$ cat config.mk
export PLATFORM = sky130hd
export DESIGN_NAME = tcw_ctrl
export DESIGN_NICKNAME = d
export VERILOG_FILES = /design/src/hdl/tcw_pkg.sv /design/src/hdl/tcw_ctrl.sv
export SDC_FILE = /design/constraint.sdc
export NUM_CORES = 1
export LEC_CHECK = 0
export BUFFER_PORTS_ARGS = -buffer_cell sky130_fd_sc_hd__buf_2
export CELL_PAD_IN_SITES_DETAIL_PLACEMENT = 0
export CELL_PAD_IN_SITES_GLOBAL_PLACEMENT = 1
export CORE_AREA = 2 2 39 41
export DETAILED_ROUTE_END_ITERATION = 6
export DIE_AREA = 0 0 41 43
export PLACE_DENSITY = 0.58
export SYNTH_ARGS = -nofsm -noshare
export SYNTH_HDL_FRONTEND = slang
export SYNTH_SLANG_ARGS = --single-unit
$ cat constraint.sdc
create_clock -name i_clk -period 1.1 [get_ports i_clk]
set_input_delay 0.165 -clock i_clk [delete_from_list [all_inputs] [get_ports i_clk]]
set_output_delay 0.165 -clock i_clk [all_outputs]
set_load 0.005 [all_outputs]
$ cat src/hdl/tcw_pkg.sv
// Shared constants, codes and controller/datapath interface types for the text console writer.
`timescale 1ns / 1ps
package tcw_pkg;

    localparam int COLUMNS = 80;
    localparam int ROWS    = 25;
    localparam int CELLS   = COLUMNS * ROWS;
    localparam int COPY_N  = COLUMNS * (ROWS - 1);

    localparam int ADDR_W  = $clog2(CELLS);
    localparam int ROW_W   = $clog2(ROWS);
    localparam int COL_W   = 7;
    localparam int CELL_W  = 16;
    localparam int CHAR_W  = 8;
    localparam int IDX_W   = 11;
    localparam int OROW_W  = 5;

    localparam logic [CHAR_W-1:0] NEWLINE_CODE = 8'd10;
    localparam logic [CELL_W-1:0] BLANK_CELL   = 16'h0000;

    typedef enum logic [1:0] {
        KIND_PUT   = 2'd0,
        KIND_CLEAR = 2'd1,
        KIND_READ  = 2'd2,
        KIND_NONE  = 2'd3
    } t_kind;

    typedef enum logic [2:0] {
        ST_INIT,
        ST_IDLE,
        ST_CLEAR,
        ST_SCROLL,
        ST_FINISH
    } t_state;

    typedef struct packed {
        logic take;       // accept the item at the input
        logic cnt_rst;    // restart the sweep counter
        logic clr_step;   // write one blank cell at the counter
        logic scr_step;   // one scroll step at the counter
        logic out_load;   // load the result word
    } t_dp_cmd;

    typedef struct packed {
        logic scroll;     // the put item at the input runs past the last row
        logic cnt_last;   // the counter is at the last cell
        logic out_free;   // the result register can take a word
    } t_dp_stat;

endpackage

$ cat src/hdl/tcw_ctrl.sv
// Controller state machine: sequences item handling, clear sweeps and scroll sweeps.
`timescale 1ns / 1ps
module tcw_ctrl (
    input  logic              i_clk,
    input  logic              i_rst_n,
    input  logic              i_in_valid,
    input  tcw_pkg::t_kind    i_kind,
    input  tcw_pkg::t_dp_stat i_stat,
    output logic              o_in_ready,
    output tcw_pkg::t_dp_cmd  o_cmd
);

    tcw_pkg::t_state r_state;
    tcw_pkg::t_state n_state;

    always_ff @(posedge i_clk) begin
        if (!i_rst_n) begin
            r_state <= tcw_pkg::ST_INIT;
        end else begin
            r_state <= n_state;
        end
    end

    always_comb begin
        n_state    = r_state;
        o_in_ready = 1'b0;
        o_cmd      = '0;
        unique case (r_state)
            tcw_pkg::ST_INIT: begin
                o_cmd.clr_step = 1'b1;
                if (i_stat.cnt_last) begin
                    n_state = tcw_pkg::ST_IDLE;
                end
            end
            tcw_pkg::ST_IDLE: begin
                o_in_ready    = 1'b1;
                o_cmd.cnt_rst = 1'b1;
                if (i_in_valid) begin
                    o_cmd.take = 1'b1;
                    if (i_kind == tcw_pkg::KIND_CLEAR) begin
                        n_state = tcw_pkg::ST_CLEAR;
                    end else if (i_kind == tcw_pkg::KIND_PUT && i_stat.scroll) begin
                        n_state = tcw_pkg::ST_SCROLL;
                    end else begin
                        n_state = tcw_pkg::ST_FINISH;
                    end
                end
            end
            tcw_pkg::ST_CLEAR: begin
                o_cmd.clr_step = 1'b1;
                if (i_stat.cnt_last) begin
                    n_state = tcw_pkg::ST_FINISH;
                end
            end
            tcw_pkg::ST_SCROLL: begin
                o_cmd.scr_step = 1'b1;
                if (i_stat.cnt_last) begin
                    n_state = tcw_pkg::ST_FINISH;
                end
            end
            tcw_pkg::ST_FINISH: begin
                if (i_stat.out_free) begin
                    o_cmd.out_load = 1'b1;
                    n_state        = tcw_pkg::ST_IDLE;
                end
            end
            default: begin
                n_state = tcw_pkg::ST_IDLE;
            end
        endcase
    end

endmodule

==> results by group <==
Status
  – Outcome: finished with violations
  – Violated checks: negative setup slack

Worst setup path
  – R2r endpoint: r_state[2]
  – Worst R2R Path Depth: 4
  – Reg2reg start: r_state[2]
  – Register-to-register setup slack: approximately 0.01 ns
  – CP bufs+invs: 1
  – Crit path max fanout: 5
  – Worst path slowest cell: dfxtp_4
  – Critical path's largest stage delay: around 0.35 ns
  – Crit. End Element: output pin
  – CP top delay family: simple AND/OR/NAND/NOR gates
  – CP required: 0.94 ns
  – Startpoint Class: register
  – Kind of critical path: register to output pin
  – Crit-path cells: nor3b_4 > and2_1 > buf_2
  – WP data arrival: 1.07 ns

Clock tree
  – CTS H-Tree Depth: 1
  – Worst-path clk slew: 0.04 ns
  – Clock sink total: 3
  – Clk_lat worst skew: approximately 0.24 ns
  – Cts bufs inserted: 3
  – Hold Buf Count CTS: 0
  – CTS tree: built
  – Root buffer cell: clkbuf_4
  – Clock buffer depth: 2

Hold path
  – Worst Hold End: r_state[0]
  – Worst Hold Depth: 2
  – Hold Crit Start: i_rst_n
  – Worst hold-check path type: primary input to register

Power and ir drop
  – Sw frac: between 30% and 40%
  – Pwr dens: 1240 nW/um^2
  – VDD IR max: 357 uV
  – Logic pwr share: ~32%
  – Int Power: 0.349 mW
  – Leakage: approximately 0.19 nW
  – Seq pwr share: between 20% and 30%
  – Clock power share: between 40% and 50%
  – P_sw: 0.152 mW

Detailed routing
  – Routed Antenna Nets: 0
  – Total wire length: 720 um
  – DR vias/cell: about 4.4
  – Drc violations: 0
  – Iter 0 DRT Violations: 1
  – Via count: 293
  – Routed WL per cell: ~11 um
  – Drt first pass iters: 4

Floorplan
  – Die Y: roughly 43 um
  – Core area: around 1400 um^2
  – I/O pins: 14
  – Die Area: approximately 1800 um^2
  – FP Rows: 14
  – Die W: around 41 um
  – Initial Util: ~18%

Global route
  – Vias in the first global route: ~300
  – Initial antenna violation count: 0
  – Largest net degree at the start of global routing: 7
  – Grt total ovfl: 0
  – All-Layer GR Usage: 10.4%
  – Global-route wire length before repair: 1170 um

Logic synthesis
  – Ys flop type: dfxtp_1
  – Post-synth EDFFs: 0
  – Library cells used by synthesis: 21
  – Synthesized cell area: 250 um^2
  – Synth area leaders: dfxtp_1 (24%), inv_1 (7.5%), nand2b_1 (5.0%)
  – Async SR Flop Fraction: 0%
  – Post-synth top area share: about a quarter
  – Top cell type by total area after synthesis: dfxtp_1
  – Syn_area_per_cell: between 8 and 9 um^2
  – Mapped Nets: 38
  – Sequential share of the synthesized area: roughly a quarter
  – Mapped Cells: 30
  – Register bit total from synthesis: 3
  – Yosys warns: 0

Placement
  – GP Congestion: 0.729
  – Detailed Place HPWL: about 510 um
  – IO buf count: 13

Cells and area
  – Nets: 59
  – Util after Layout: between 20% and 30%
  – P&R area growth vs syn: 61.0%
  – Commonest non-fill, non-tap cells in the layout: buf_2 (13), inv_1 (5), buf_4 (5)
  – Largest Register: r_state
  – Largest registers: r_state (3)
  – Number of flip-flops under the largest register name: 3
  – Fraction of layout cells with a size suffix above 1: around 60%
  – Most common cell after layout, fill and taps aside: buf_2
  – # diodes: 0

STA
  – Clock skew: approximately 0.0037 ns
  – Tmin final: around 1.2 ns
  – Final hold violations: 0
  – Sum Neg Setup Slack: -0.335 ns
  – Final setup violation count: 5
  – Hold slack: 0.179 ns
  – Max Clock Freq: between 800 and 900 MHz
  – RSZ-0062 raised after global routing: true
  – Max-slew headroom: roughly 83%
  – Worst slew pin tran: approximately 0.26 ns
  – Final worst-path setup slack: -0.137 ns
  – Period utilization: 112%
  – Max-slew violation count: 0

Flow run
  – Max-cap violation count: 0
Yosys cell counts (all sizes together), types with 2 or more instances:
cell    instances
nor3            2
dfxtp           3
buf             2
nand2b          3
o21ai           2
inv             5
nor2            2
worst reg2reg max path, cell delays in order, from the launching register on:
cell and delay [ns]:
dfxtp_4 0.36, buf_4 0.14, and2b_1 0.19, o21ai_1 0.06
a311oi_1 0.24
timing repair:
item                       in CTS  in global routing
setup endpoints to repair       6                  8
setup buffers                   3                  0
pin swaps                       3                  3
resized for setup               6                  2
power groups by stage:
stage,sequential [mW],combinational (mW),clock (mW)
finish,0.137,0.160,0.204
global route,0.139,0.179,0.216
CTS,0.137,0.155,0.211
detailed placement,0.139,0.130,0
global placement,0.139,0.133,0
floorplan,0.130,0.0925,0
worst max path at each step:
stage                from         end  slack [ns]  cells after the start
5_1_grt        r_state[1]    o_cmd[4]       -0.20                      3
4_1_cts        r_state[1]    o_cmd[4]       -0.16                      3
6_report       r_state[1]    o_cmd[4]       -0.14                      3
2_1_floorplan  r_state[2]  r_state[0]        0.04                      4
3_5_place_dp   r_state[0]    o_cmd[4]        0.02                      3
3_3_place_gp   r_state[1]  r_state[2]        0.02                      3
layout make-up:
cell class              count  area, um^2
fillers                   166         981
inverters                   5        18.8
flip-flops and latches      3        68.8
clock buffers               4        26.3
multi-input cells          20         166
repair buffers             18         103
well taps                  16        20.0
kinds of logic (layout without fill, tap and decap cells):
logic type	count (synthesis)	count (layout)	share of synthesized area [%]
buf+inv	7	27	15.0
flops	3	3	24.0
simple gates	12	12	35.5
compound gates	8	8	25.5
stage by stage:
stage          total power [mW]  setup slack [ns]  cells  instance area (um^2)
3_3_place_gp              0.272            0.0238     59                   332
3_5_place_dp              0.270            0.0154     59                   332
2_1_floorplan             0.222            0.0362     30                   250
4_1_cts                   0.503            -0.164     66                   395
6_report                  0.501            -0.137     66                   403
5_1_grt                   0.534            -0.196     66                   403
per-layer routing:
metal | up-vias | share of wire, % | track usage (%) | wire length [um]
met5 | - | 0 | 0 | 0
met4 | 0 | 3.2 | 8.00 | 23
met1 | 135 | 36 | 8.97 | 258
met2 | 10 | 56 | 18.1 | 404
met3 | 2 | 4.7 | 3.14 | 34
li1 | 146 | - | - | -
Power figures use the tool's default switching activity.
